<file path="config.mk">
export PLATFORM = sky130hd
export DESIGN_NAME = markup_text_word_extractor
export DESIGN_NICKNAME = d
export VERILOG_FILES = /design/src/rtl/mtwe_pkg.sv /design/src/rtl/markup_text_word_extractor.sv /design/src/rtl/mtwe_tag_match.sv /design/src/rtl/mtwe_parse.sv
export SDC_FILE = /design/constraint.sdc
export NUM_CORES = 1
export LEC_CHECK = 0
export ABC_AREA = 0
export ABC_CLOCK_PERIOD_IN_PS = 7500
export BUFFER_PORTS_ARGS = -buffer_cell sky130_fd_sc_hd__buf_2
export CAP_MARGIN = 20
export CORE_MARGIN = 1.5
export CORE_UTILIZATION = 55
export DETAILED_ROUTE_END_ITERATION = 6
export PLACE_DENSITY = 0.74
export SETUP_SLACK_MARGIN = 0.05
export SYNTH_ARGS = -nofsm -noshare
export SYNTH_HDL_FRONTEND = slang
export SYNTH_HIERARCHICAL = 1
export SYNTH_SLANG_ARGS = --single-unit
</file>
<file path="constraint.sdc">
create_clock -name clk -period 7.5 [get_ports clk]
set_input_delay 0.75 -clock clk [delete_from_list [all_inputs] [get_ports clk]]
set_output_delay 0.75 -clock clk [all_outputs]
set_load 0.005 [all_outputs]
</file>
<file path="src/rtl/mtwe_pkg.sv">
// Shared types and constants of the markup text word extractor.
package mtwe_pkg;

    // Tag-name matchers: script, /script, style, /style.
    localparam int NUM_TAGS = 4;
    localparam int TAG_MAX_LEN = 7;

    // Position code of a matcher that waits for the next '<'.
    localparam logic [3:0] MATCH_IDLE = 4'd15;

    localparam logic [7:0] CHAR_LT = 8'h3C;
    localparam logic [7:0] CHAR_GT = 8'h3E;

    localparam logic signed [15:0] DEPTH_MAX = 16'sh7FFF;
    localparam logic signed [15:0] DEPTH_MIN = 16'sh8000;

    // Characters of each tag name, unused tail positions are zero.
    localparam logic [7:0] TAG_CHAR [NUM_TAGS][TAG_MAX_LEN] = '{
        '{8'h73, 8'h63, 8'h72, 8'h69, 8'h70, 8'h74, 8'h00},
        '{8'h2F, 8'h73, 8'h63, 8'h72, 8'h69, 8'h70, 8'h74},
        '{8'h73, 8'h74, 8'h79, 8'h6C, 8'h65, 8'h00, 8'h00},
        '{8'h2F, 8'h73, 8'h74, 8'h79, 8'h6C, 8'h65, 8'h00}
    };

    localparam logic [3:0] TAG_LEN [NUM_TAGS] = '{4'd6, 4'd7, 4'd5, 4'd6};

    // Skip flag changes from the matcher bank for one byte.
    // Bit 0 is the script flag, bit 1 the style flag.
    typedef struct packed {
        logic [1:0] set;
        logic [1:0] clr;
    } flag_upd_t;

    // One result item.
    typedef struct packed {
        logic       kind;
        logic [7:0] letter;
        logic [6:0] word_length;
        logic [7:0] preceding_mark;
    } result_t;

    localparam logic KIND_LETTER   = 1'b0;
    localparam logic KIND_WORD_END = 1'b1;

endpackage

</file>
<file path="src/rtl/markup_text_word_extractor.sv">
// Top level of the markup text word extractor: input and result registers around the parser.
//
// The block takes one page byte per request and emits the lower-case letters of visible
// text, followed by a word-end request carrying the word length and the latest mark seen at
// that point; text inside tags and inside script and style sections is dropped. One byte is
// processed per clock cycle while the result side is not stalled: a byte is held in the input
// register while the parser and the four tag matchers work on it, and its result, if any,
// lands in the output register. Bytes follow back to back as long as the result side is not
// stalled. chunk_last does not affect the output.
module markup_text_word_extractor
    import mtwe_pkg::*;
#(
    parameter int MAX_WORD_LEN = 127
)
(
    input  logic       clk,
    input  logic       rst_n,
    input  logic       in_valid,
    output logic       in_stall,
    input  logic [7:0] in_byte,
    input  logic       chunk_last,
    output logic       out_valid,
    input  logic       out_stall,
    output logic       kind,
    output logic [7:0] letter,
    output logic [6:0] word_length,
    output logic [7:0] preceding_mark
);

    logic       in_valid_reg;
    logic [7:0] in_byte_reg;
    logic       out_valid_reg;
    result_t    out_reg;
    logic       advance;
    logic       match_en;
    logic       res_valid;
    result_t    res;
    flag_upd_t  flag_upd;

    // The held byte moves on when the result register is free or being emptied.
    assign advance  = in_valid_reg & (~out_valid_reg | ~out_stall);
    assign in_stall = in_valid_reg & ~advance;

    // Input register.
    always_ff @(posedge clk or negedge rst_n)
    begin
        if (!rst_n)
        begin
            in_valid_reg <= 1'b0;
        end
        else if (!in_stall)
        begin
            in_valid_reg <= in_valid;
        end
    end

    always_ff @(posedge clk)
    begin
        if (in_valid && !in_stall)
        begin
            in_byte_reg <= in_byte;
        end
    end

    mtwe_parse #(
        .MAX_WORD_LEN(MAX_WORD_LEN)
    ) u_parse (
        .clk      (clk),
        .rst_n    (rst_n),
        .step     (advance),
        .in_byte  (in_byte_reg),
        .flag_upd (flag_upd),
        .match_en (match_en),
        .res_valid(res_valid),
        .res      (res)
    );

    mtwe_tag_match u_tag_match (
        .clk     (clk),
        .rst_n   (rst_n),
        .en      (match_en),
        .in_byte (in_byte_reg),
        .flag_upd(flag_upd)
    );

    // Result register.
    always_ff @(posedge clk or negedge rst_n)
    begin
        if (!rst_n)
        begin
            out_valid_reg <= 1'b0;
        end
        else if (advance)
        begin
            out_valid_reg <= res_valid;
        end
        else if (!out_stall)
        begin
            out_valid_reg <= 1'b0;
        end
    end

    always_ff @(posedge clk)
    begin
        if (advance && res_valid)
        begin
            out_reg <= res;
        end
    end

    assign out_valid      = out_valid_reg;
    assign kind           = out_reg.kind;
    assign letter         = out_reg.letter;
    assign word_length    = out_reg.word_length;
    assign preceding_mark = out_reg.preceding_mark;

endmodule

</file>
<file path="src/rtl/mtwe_tag_match.sv">
// Bank of four tag-name matchers that set and clear the skip flags.
module mtwe_tag_match
    import mtwe_pkg::*;
(
    input  logic       clk,
    input  logic       rst_n,
    input  logic       en,
    input  logic [7:0] in_byte,
    output flag_upd_t  flag_upd
);

    logic [NUM_TAGS-1:0] done;

    genvar j;
    generate
        for (j = 0; j < NUM_TAGS; j++)
        begin : g_lane
            logic [3:0] pos_reg;
            logic [3:0] pos_next;
            logic       hit;

            // A lane restarts on '<', advances on a match, else goes idle.
            always_comb
            begin
                pos_next = pos_reg;
                hit      = 1'b0;
                if (in_byte == CHAR_LT)
                begin
                    pos_next = 4'd0;
                end
                else if (pos_reg >= TAG_LEN[j])
                begin
                    pos_next = MATCH_IDLE;
                end
                else if (in_byte != TAG_CHAR[j][pos_reg[2:0]])
                begin
                    pos_next = MATCH_IDLE;
                end
                else if (pos_reg + 4'd1 >= TAG_LEN[j])
                begin
                    pos_next = MATCH_IDLE;
                    hit      = 1'b1;
                end
                else
                begin
                    pos_next = pos_reg + 4'd1;
                end
            end

            assign done[j] = en & hit;

            always_ff @(posedge clk or negedge rst_n)
            begin
                if (!rst_n)
                begin
                    pos_reg <= 4'd0;
                end
                else if (en)
                begin
                    pos_reg <= pos_next;
                end
            end
        end
    endgenerate

    // Opening tags set their flag, closing tags clear it.
    assign flag_upd.set = {done[2], done[0]};
    assign flag_upd.clr = {done[3], done[1]};

endmodule

</file>
<file path="src/rtl/mtwe_parse.sv">
// Per-byte text state: tag depth, skip flags, word length and last mark.
module mtwe_parse
    import mtwe_pkg::*;
#(
    parameter int MAX_WORD_LEN = 127
)
(
    input  logic       clk,
    input  logic       rst_n,
    input  logic       step,
    input  logic [7:0] in_byte,
    input  flag_upd_t  flag_upd,
    output logic       match_en,
    output logic       res_valid,
    output result_t    res
);

    localparam int HELD_W = $clog2(MAX_WORD_LEN + 1);

    logic signed [15:0] depth_reg;
    logic signed [15:0] depth_next;
    logic [1:0]         skip_reg;
    logic [1:0]         skip_next;
    logic [HELD_W-1:0]  held_reg;
    logic [HELD_W-1:0]  held_next;
    logic [7:0]         mark_reg;
    logic [7:0]         mark_next;
    logic               match_run;

    // Decode one byte against the current state.
    always_comb
    begin
        logic is_lt;
        logic is_gt;
        logic is_letter;
        logic skipping;
        is_lt     = (in_byte == CHAR_LT);
        is_gt     = (in_byte == CHAR_GT);
        is_letter = ((in_byte >= 8'h41) && (in_byte <= 8'h5A)) ||
                    ((in_byte >= 8'h61) && (in_byte <= 8'h7A));
        skipping  = (skip_reg != 2'b00);

        depth_next = depth_reg;
        held_next  = held_reg;
        mark_next  = mark_reg;
        match_run  = 1'b0;
        res_valid  = 1'b0;
        res        = '0;

        if (in_byte[7])
        begin
            // High bytes only end the word.
            if (held_reg != '0)
            begin
                res_valid          = 1'b1;
                res.kind           = KIND_WORD_END;
                res.word_length    = 7'(held_reg);
                res.preceding_mark = mark_reg;
            end
            held_next = '0;
        end
        else
        begin
            // Brackets outside skipped sections move the depth.
            if (is_lt && !skipping)
            begin
                if (depth_reg != DEPTH_MAX)
                begin
                    depth_next = depth_reg + 16'sd1;
                end
                if (depth_reg == 16'sd0)
                begin
                    if (held_reg != '0)
                    begin
                        res_valid          = 1'b1;
                        res.kind           = KIND_WORD_END;
                        res.word_length    = 7'(held_reg);
                        res.preceding_mark = mark_reg;
                    end
                    held_next = '0;
                end
                mark_next = in_byte;
            end
            else if (is_gt && !skipping)
            begin
                if (depth_reg != DEPTH_MIN)
                begin
                    depth_next = depth_reg - 16'sd1;
                end
                mark_next = in_byte;
            end

            // Visible text at depth zero.
            if (depth_next == 16'sd0 && !skipping)
            begin
                if (is_letter)
                begin
                    if (held_reg < HELD_W'(MAX_WORD_LEN))
                    begin
                        res_valid          = 1'b1;
                        res.kind           = KIND_LETTER;
                        res.letter         = in_byte | 8'h20;
                        res.preceding_mark = mark_next;
                        held_next          = held_reg + 1'b1;
                    end
                end
                else
                begin
                    if (!res_valid && held_reg != '0)
                    begin
                        res_valid          = 1'b1;
                        res.kind           = KIND_WORD_END;
                        res.word_length    = 7'(held_reg);
                        res.preceding_mark = mark_next;
                        held_next          = '0;
                    end
                    mark_next = in_byte;
                end
            end

            // Skipped text at depth zero leaves the matchers alone.
            match_run = !(depth_next == 16'sd0 && skipping);
        end
    end

    assign match_en  = step & match_run;
    assign skip_next = (skip_reg | flag_upd.set) & ~flag_upd.clr;

    // State registers advance once per processed byte; the skip flags only while the matchers run.
    always_ff @(posedge clk or negedge rst_n)
    begin
        if (!rst_n)
        begin
            depth_reg <= '0;
            skip_reg  <= '0;
            held_reg  <= '0;
            mark_reg  <= '0;
        end
        else if (step)
        begin
            depth_reg <= depth_next;
            held_reg  <= held_next;
            mark_reg  <= mark_next;
            if (match_en)
            begin
                skip_reg <= skip_next;
            end
        end
    end

endmodule

</file>
==> flow_summary.json, run 1 <==
{
  "cts_buffers": 9,
  "rows": 36,
  "place_ws_ps": 2236,
  "die_area_um2": 10890,
  "ant_nets": 0,
  "final_cell_mix": "51 x dfrtp_1, 47 x nor2_1, 40 x nand2_1",
  "dp.cells": 742,
  "avgSynthCellArea_um2": 9.289,
  "cap_violations": 0,
  "synthArstFlopShare_pct": 61.45,
  "arrival_ps": 5730,
  "nFillCells": 858,
  "required_ps": 7760,
  "fin_cells": 758,
  "holdPathEnd": "u_parse/mark_reg[5]$_DFFE_PN0P_",
  "rsz0062_at_grt": "no",
  "hpwlAfterDp_um": 8973,
  "grt_max_degree": 52,
  "worstSetupStartpointType": "flop",
  "final_max_slew_viol_count": 0,
  "fmax_mhz": 182.9,
  "post_drt_wl_per_cell_um": 17.16,
  "slew_headroom_pct": 33.15,
  "whs_path_depth": 1,
  "netlist_area_um2": 5648,
  "final_nets": 655,
  "synth_seq_area_share_pct": 39.61,
  "p_total_mw": 1.042,
  "status": "complete, no violations",
  "core-area_um2": 9864,
  "critPathCaptureType": "flop",
  "yosys_register_bits": 83,
  "synth_top_area_share_pct": 22.60,
  "slowest_delay_ps": 780,
  "cts_tree": "built",
  "critical_path.top_delay_family": "simple AND/OR/NAND/NOR gates",
  "drc": 0,
  "worstHoldStart": "u_parse/mark_reg[5]$_DFFE_PN0P_",
  "synth_ff_type": "dfrtp_1",
  "p_per_area_nw_per_um2": 172.9,
  "r2r-start": "in_byte_reg[2]$_DFFE_PP_",
  "r2r_setup_slack_ps": 2030,
  "period_needed_ps": 5469,
  "port_buffers": 37,
  "synth_edf_count": 32,
  "clk_path_buf_depth": 2,
  "cp_cell_sequence": "or4b_1, nor4_1, nand4_1, mux2i_1, xnor2_1, nand4_1, or2_2, nor4_2, a21oi_1, nand2_1, a31oi_1, a211o_1",
  "worst_slack_ps": 2031,
  "numClockSinks": 83,
  "die_y_um": 104.3,
  "drive_above_1_share_pct": 13.28,
  "synth_cell_types": 85,
  "synth_nets": 643,
  "clock_skew_ps": 7.256,
  "hp-class": "flop to flop",
  "critPathMaxFanout": 17,
  "drtIter0Drc": 267,
  "netSwitchingFraction_pct": 31.90,
  "mostFrequentLayoutCell": "dfrtp_1",
  "cts_resized": 0,
  "switchingPower_uw": 332.5,
  "worstSetupPathType": "flop to flop",
  "crit_slowest_cell": "edfxtp_1",
  "htreeDepth": 3,
  "setup_tns_ps": 0,
  "via_per_inst": 6.241,
  "seq_power_share_pct": 52.5,
  "netlist_instances": 608,
  "fp.dieW_um": 104.3,
  "grt_antenna_before_repair": 0,
  "initial_core_util_pct": 57.26,
  "clk_latency_ps": 360,
  "track_usage_pct": 24.84,
  "combPwrFrac_pct": 18.1,
  "worst-path-buf-inv": 0,
  "firstDrtPassIters": 5,
  "yosysTopAreaCell": "dfrtp_1",
  "grt_pass1_wl_um": 22000,
  "postCtsHoldBufs": 0,
  "clockPowerShare_pct": 29.4,
  "gp_congestion": 0.8697,
  "post-cts-setup-buffer-count": 0,
  "diodes": 0,
  "tightest_slew_ps": 1003,
  "leakage_nw": 2.337,
  "grt_pass1_vias": 4574,
  "synth.area.top_cells": "dfrtp_1 23%, edfxtp_1 17%, ha_1 4.9%, nor2_1 3.1%, xnor2_1 3.1%",
  "cts_root_buffer": "clkbuf_8",
  "holdWs_ps": 502.9,
  "cts.clk_slew.worst_paths_ps": 90,
  "ir_drop_v": 0.0001019,
  "reg2reg_depth": 12,
  "ioPinCount": 39,
  "hold_violations": 0,
  "area_delta_synth_final_pct": 6.735,
  "postRouteWirelength_um": 13010,
  "intPower_uw": 709.9,
  "dr_total_vias": 4731,
  "setup_viol": 0,
  "period_share_pct": 72.91,
  "timing.rr.end": "u_tag_match/g_lane[1].pos_reg[0]$_DFFE_PN0P_",
  "overflow": 0,
  "cpMostUsedCell": "nand4_1",
  "ys_warn_count": 6
}
[stage by stage]
| stage | util (%) | cell area (um^2) |
|---|---|---|
| global placement | 59.25 | 5844 |
| global route | 61.11 | 6028 |
| CTS | 61.11 | 6028 |
| floorplan | - | 5648 |
| detailed placement | 59.25 | 5844 |
| finish | 61.11 | 6028 |
[worst max-delay path by stage]
stage	startpoint	end	slack [ps]	cells past startpoint
2_1_floorplan	in_byte_reg[7]$_DFFE_PP_	kind$_DFFE_PP_	2620	14
3_3_place_gp	in_byte_reg[2]$_DFFE_PP_	u_tag_match/g_lane[1].pos_reg[0]$_DFFE_PN0P_	2290	12
3_5_place_dp	in_byte_reg[0]$_DFFE_PP_	u_tag_match/g_lane[1].pos_reg[0]$_DFFE_PN0P_	2240	12
4_1_cts	in_byte_reg[2]$_DFFE_PP_	u_tag_match/g_lane[1].pos_reg[1]$_DFFE_PN0P_	2150	12
5_1_grt	in_byte_reg[2]$_DFFE_PP_	u_tag_match/g_lane[1].pos_reg[1]$_DFFE_PN0P_	1730	12
6_report	in_byte_reg[2]$_DFFE_PP_	u_tag_match/g_lane[1].pos_reg[0]$_DFFE_PN0P_	2030	12
[Yosys cell counts, drive strengths merged (4+ instances only)]
master and number:
nand2 42, a211oi 5, a32oi 6, a31oi 7, o22ai 8, o2bb2ai 4
edfxtp 32, or2 5, nand4 17, o22a 6, a21o 4, nor4b 8
a221o 5, nor2b 10, o21a 4, buf 21, nand2b 9, xor2 16
or4 5, and2 17, nor3 21, nor4bb 5, nor4 21, nand3 18
mux2i 4, or3 4, nor3b 5, clkbuf 19, inv 32, ha 22
o21ai 26, nor2 47, a21oi 30, xnor2 20, dfrtp 51
[area by class of cell]
cell class / instances / area, um^2 / area share, %
clock buffers: 9 / 123.9 / 2.055
clock inverters: 7 / 60.06 / 0.9963
multi-input cells: 453 / 3105 / 51.52
inverters: 32 / 120.1 / 1.993
well taps: 133 / 166.4 / 2.760
flip-flops and latches: 83 / 2237 / 37.11
repair buffers: 41 / 215.2 / 3.570
[kinds of logic after synthesis]
group	after synthesis	synth area share [%]
flops	83	39.61
other cells	1	0.06640
fa+ha+maj	22	4.874
mux	5	0.9083
buf+inv	72	5.472
xor+xnor	36	5.583
compound gates	137	17.01
simple gates	252	26.47
[routing by layer]
layer	wire length (um)	share of wire, %	GRT usage (%)
met4	222	1.7	9.921
met2	6421	49	41.68
met1	5925	46	32.20
met3	439	3.4	3.697
met5	0	0	0
[power groups by stage]
| stage | combinational (mW) | sequential [mW] | clock, mW |
|---|---|---|---|
| after floorplan | 0.160 | 0.532 | 0 |
| after global placement | 0.177 | 0.554 | 0 |
| after detailed placement | 0.185 | 0.556 | 0 |
| after CTS | 0.187 | 0.546 | 0.317 |
| after global routing | 0.209 | 0.554 | 0.331 |
| final | 0.188 | 0.548 | 0.306 |
Power figures use the tool's default switching activity.
==> inputs of run 2 (changes only) <==
- ABC_CLOCK_PERIOD_IN_PS: 7500 -> 5500
- clock period: 7.5 -> 5.5 ns (I/O delays scaled with it)
==> run 2 against run 1 <==
Clock power up 49%. Hold slack worse by 180 ps. Setup slack worse by 1700 ps. Clock skew up 2.9 ps. Flip-flop and latch count unchanged. Total power up 41%. Register-to-register slack worse by 1700 ps. Critical path depth unchanged. Via count up 3.3%. Final area up 1.3%.
==> flow_summary.json, run 2 (synthesis results as in run 1) <==
{
  "cts_root_buffer": "clkbuf_8",
  "core-area_um2": 9864,
  "port_buffers": 37,
  "arrival_ps": 5380,
  "cts_tree": "built",
  "p_per_area_nw_per_um2": 240.5,
  "r2r-start": "in_byte_reg[0]$_DFFE_PP_",
  "cts_buffers": 9,
  "mostFrequentLayoutCell": "dfrtp_1",
  "critPathCaptureType": "flop",
  "grt_antenna_before_repair": 0,
  "dpl_cell_area_um2": 5904,
  "hp-class": "input port to async pin",
  "timing.rr.end": "u_tag_match/g_lane[3].pos_reg[1]$_DFFE_PN0P_",
  "grt_pass1_vias": 4695,
  "htreeDepth": 3,
  "track_usage_pct": 25.02,
  "cp-startpoint": "in_byte_reg[0]$_DFFE_PP_",
  "switchingPower_uw": 456.5,
  "setup_tns_ps": 0,
  "overflow": 0,
  "clockPowerShare_pct": 31.0,
  "final_cell_mix": "51 x dfrtp_1, 47 x nor2_1, 39 x nand2_1",
  "grt_max_degree": 52,
  "initial_core_util_pct": 57.26,
  "gp_congestion": 0.9021,
  "area_delta_synth_final_pct": 8.108,
  "final_max_slew_viol_count": 0,
  "die_area_um2": 10890,
  "cp_cell_sequence": "or4b_1, nor4_1, nand4_1, mux2i_1, xnor2_1, nand4_1, or2_2, nor4_2, a21oi_1, inv_1, nor2_1, a221oi_1",
  "drtIter0Drc": 279,
  "diodes": 0,
  "clock_skew_ps": 10.15,
  "ir_drop_v": 0.0001738,
  "post_drt_wl_per_cell_um": 17.86,
  "r2r_setup_slack_ps": 370,
  "rsz0062_at_grt": "no",
  "intPower_mw": 1.012,
  "numClockSinks": 83,
  "worstSetupStartpointType": "flop",
  "combPwrFrac_pct": 18.5,
  "crit_path_end": "u_tag_match/g_lane[3].pos_reg[1]$_DFFE_PN0P_",
  "hold_violations": 0,
  "seq_power_share_pct": 50.5,
  "drive_above_1_share_pct": 14.53,
  "final_nets": 663,
  "worstSetupPathType": "flop to flop",
  "drc": 0,
  "cts.clk_slew.worst_paths_ps": 90,
  "crit_slowest_cell": "or4b_1",
  "firstDrtPassIters": 4,
  "status": "complete, no violations",
  "fp.dieW_um": 104.3,
  "cpMostUsedCell": "nand4_1",
  "slowest_delay_ps": 760,
  "rows": 36,
  "fmax_mhz": 195.1,
  "cts_resized": 0,
  "postRouteWirelength_um": 13680,
  "slew_headroom_pct": 34.52,
  "grt_pass1_wl_um": 22240,
  "period_share_pct": 93.20,
  "ioPinCount": 39,
  "hpwlAfterDp_um": 9561,
  "leakage_nw": 2.378,
  "setup_viol": 0,
  "via_per_inst": 6.383,
  "dr_total_vias": 4889,
  "fin_area_um2": 6106,
  "die_y_um": 104.3,
  "netSwitchingFraction_pct": 31.08,
  "post-cts-setup-buffer-count": 0,
  "reg2reg_depth": 12,
  "period_needed_ps": 5126,
  "critPathMaxFanout": 11,
  "clk_path_buf_depth": 2,
  "ant_nets": 0,
  "postCtsHoldBufs": 0,
  "clk_latency_ps": 360,
  "tightest_slew_ps": 980.2,
  "cap_violations": 0,
  "required_ps": 5750
}
-- run 2: cell count changes in the layout (fill, tap and decap cells not counted) --
cell,before,now
buf_4,4,12
inv_8,2,0
bufinv_16,0,1
clkinv_4,2,1
clkinvlp_4,1,2
inv_6,1,2
nand2_1,40,39
nand2_2,2,3
-- run 2: area by class of cell --
| class | instances | area (um^2) |
|---|---|---|
| timing repair buffer | 49 | 275.3 |
| tap | 133 | 166.4 |
| sequential | 83 | 2237 |
| multi-input combinational | 453 | 3108 |
| fill | 838 | 3759 |
| clock inverter | 7 | 75.07 |
| clock buffer | 9 | 123.9 |
| inverter | 32 | 120.1 |
-- run 2: worst max-delay path, delay by kind of cell, from the launching register on --
family                 cells  cell delay (ps)
XOR/XNOR                   1              160
flip-flops                 1              570
multiplexers               1              270
AND/OR/NAND/NOR            7             2940
buffers and inverters      1              400
AO/OA/AOI/OAI              2              670
-- run 2: power groups by stage --
| stage | Sequential (mW) | Clock [mW] | Combinational [mW] |
|---|---|---|---|
| 2_1_floorplan | 0.726 | 0 | 0.218 |
| 3_3_place_gp | 0.748 | 0 | 0.254 |
| 3_5_place_dp | 0.753 | 0 | 0.266 |
| 4_1_cts | 0.740 | 0.465 | 0.268 |
| 5_1_grt | 0.748 | 0.489 | 0.299 |
| 6_report | 0.742 | 0.455 | 0.271 |
-- run 2: worst min path at each step --
| stage | depth (start not counted) | end | startpoint |
|---|---|---|---|
| floorplan | 0 | in_valid_reg$_DFFE_PN0N_ | rst_n |
| global placement | 1 | u_parse/mark_reg[4]$_DFFE_PN0P_ | u_parse/mark_reg[4]$_DFFE_PN0P_ |
| detailed placement | 1 | u_parse/mark_reg[4]$_DFFE_PN0P_ | u_parse/mark_reg[4]$_DFFE_PN0P_ |
| CTS | 2 | u_parse/depth_reg[9]$_DFFE_PN0P_ | rst_n |
| global route | 1 | in_byte_reg[4]$_DFFE_PP_ | in_byte[4] |
| finish | 2 | u_parse/depth_reg[9]$_DFFE_PN0P_ | rst_n |
-- run 2: per-stage QoR --
step                      worst slack [ps]  power (mW)  std cells  util (%)  hold WS [ps]
after floorplan                      623.1      0.9442        608         -         254.4
after global placement               520.4       1.002        750     59.86         472.7
after detailed placement             486.5       1.019        750     59.86         477.3
after CTS                            404.6       1.473        766     61.87         339.6
after global routing                 119.3       1.536        766     61.90         347.2
final                                374.2       1.469        766     61.90         318.0
-- run 2: routing by layer --
metal  global-route usage (%)  routed length, um
met1                    31.55               5862
met2                    42.34               6643
met3                    4.386                856
met4                    10.32                314
met5                        0                  0
==> inputs of run 3 (changes only) <==
- ABC_CLOCK_PERIOD_IN_PS: 5500 -> 5000
- clock period: 5.5 -> 5 ns (I/O delays scaled with it)
==> run 3 against run 2 <==
Core utilization up 0.68 points. Count of clock-buffer cells in the layout unchanged. Via count up 0.14%. First-iteration DRC count up 9.0%. Global-route usage up 0.43 points. Combinational power up 13%. Flip-flop and latch count unchanged. Wire length up 0.23%. Sequential power up 9.8%.
==> flow_summary.json, run 3 (synthesis results as in run 1) <==
{
  "status": "complete, no violations",
  "worst_slack_ps": 292.0,
  "gp_congestion": 0.9442,
  "slew_headroom_pct": 30.61,
  "worstSetupPathType": "flop to flop",
  "final_nets": 668,
  "track_usage_pct": 25.45,
  "r2r-start": "in_byte_reg[0]$_DFFE_PP_",
  "drive_above_1_share_pct": 15.67,
  "overflow": 0,
  "dr_total_vias": 4896,
  "critPathMaxFanout": 10,
  "final_max_slew_viol_count": 0,
  "setup_viol": 0,
  "tightest_slew_ps": 1039,
  "die_area_um2": 10890,
  "post_drt_wl_per_cell_um": 17.78,
  "leakage_nw": 2.419,
  "postRouteWirelength_um": 13710,
  "ff_latch_area_um2": 2237,
  "firstDrtPassIters": 5,
  "cts.clk_slew.worst_paths_ps": 100,
  "core-area_um2": 9864,
  "combPwrFrac_pct": 18.6,
  "required_ps": 5250,
  "grt_pass1_vias": 4702,
  "cp-startpoint": "in_byte_reg[0]$_DFFE_PP_",
  "fmax_mhz": 212.4,
  "numClockSinks": 83,
  "hp-class": "input port to async pin",
  "cts_resized": 0,
  "p_per_area_nw_per_um2": 267.1,
  "drtIter0Drc": 304,
  "period_needed_ps": 4708,
  "nFillCells": 817,
  "holdWs_ps": 269.0,
  "via_per_inst": 6.350,
  "mostFrequentLayoutCell": "dfrtp_1",
  "ioPinCount": 39,
  "clockPowerShare_pct": 32.0,
  "grt_pass1_wl_um": 22590,
  "rsz0062_at_grt": "no",
  "clk_path_buf_depth": 2,
  "place_ws_ps": 347.8,
  "hold_violations": 0,
  "diodes": 0,
  "arrival_ps": 4960,
  "final_cell_mix": "51 x dfrtp_1, 47 x nor2_1, 40 x nand2_1",
  "die_y_um": 104.3,
  "ant_nets": 0,
  "cts_buffers": 9,
  "initial_core_util_pct": 57.26,
  "critPathCaptureType": "flop",
  "cap_violations": 0,
  "period_share_pct": 94.16,
  "area_delta_synth_final_pct": 9.304,
  "cts_root_buffer": "clkbuf_8",
  "seq_power_share_pct": 49.4,
  "worstSetupStartpointType": "flop",
  "postCtsHoldBufs": 0,
  "netSwitchingFraction_pct": 31.61,
  "hpwlAfterDp_um": 9658,
  "rows": 36,
  "multi_input_area_um2": 3122,
  "intPower_mw": 1.128,
  "grt_max_degree": 52,
  "grt_antenna_before_repair": 0,
  "clock_skew_ps": 12.91,
  "fp.dieW_um": 104.3,
  "ir_drop_v": 0.0001849,
  "post-cts-setup-buffer-count": 0,
  "clk_latency_ps": 360,
  "cts_tree": "built",
  "setup_tns_ps": 0,
  "htreeDepth": 3,
  "port_buffers": 37,
  "switchingPower_uw": 521.2,
  "drc": 0
}
## run 3: routing by layer
| layer | global-route usage, % | part of all wire (%) |
|---|---|---|
| met5 | 0 | 0 |
| met4 | 9.821 | 1.8 |
| met2 | 42.90 | 49 |
| met1 | 32.28 | 42 |
| met3 | 4.825 | 7.2 |
## run 3: worst max-delay path, cell delays in order, from the launching register on
cell and delay (ps):
edfxtp_1 520, or4b_1 740, nor4_4 430, nand4_1 180, o2bb2a_1 350, xor2_1 190
nand4_1 200, or2_2 380, nor4_2 390, buf_4 200, a21oi_1 170, nand2_1 370
a31oi_1 160, a221o_1 310
## run 3: final timing paths
path	endpoint	slack, ps	cells past startpoint
max	u_tag_match/g_lane[1].pos_reg[1]$_DFFE_PN0P_	290	13
min	u_tag_match/g_lane[2].pos_reg[0]$_DFFE_PN0P_	270	2
max reg2reg	u_tag_match/g_lane[1].pos_reg[1]$_DFFE_PN0P_	290	13
min reg2reg	u_parse/mark_reg[4]$_DFFE_PN0P_	500	1
max in group asynchronous	u_parse/mark_reg[7]$_DFFE_PN0P_	4280	2
min in group clk	in_byte_reg[5]$_DFFE_PP_	310	1
## run 3: final cells by class
cell class              count  area share (%)
multi-input cells         453           50.57
flip-flops and latches     83           36.24
inverters                  32           1.946
repair buffers             54           5.067
well taps                 133           2.696
clock inverters             7           1.480
clock buffers               9           2.006
## run 3: per-stage QoR
stage          cells  util (%)  instance area, um^2  power [mW]
2_1_floorplan    608         -                 5648       1.039
3_3_place_gp     755     60.24                 5942       1.107
3_5_place_dp     755     60.24                 5942       1.127
4_1_cts          771     62.42                 6157       1.654
5_1_grt          771     62.58                 6173       1.724
6_report         771     62.58                 6173       1.649
## run 3: power by group through the flow
stage | registers [mW] | clock network [mW] | logic [mW]
floorplan | 0.798 | 0 | 0.240
CTS | 0.812 | 0.538 | 0.303
global placement | 0.822 | 0 | 0.285
global route | 0.822 | 0.563 | 0.338
finish | 0.815 | 0.527 | 0.307
detailed placement | 0.827 | 0 | 0.301
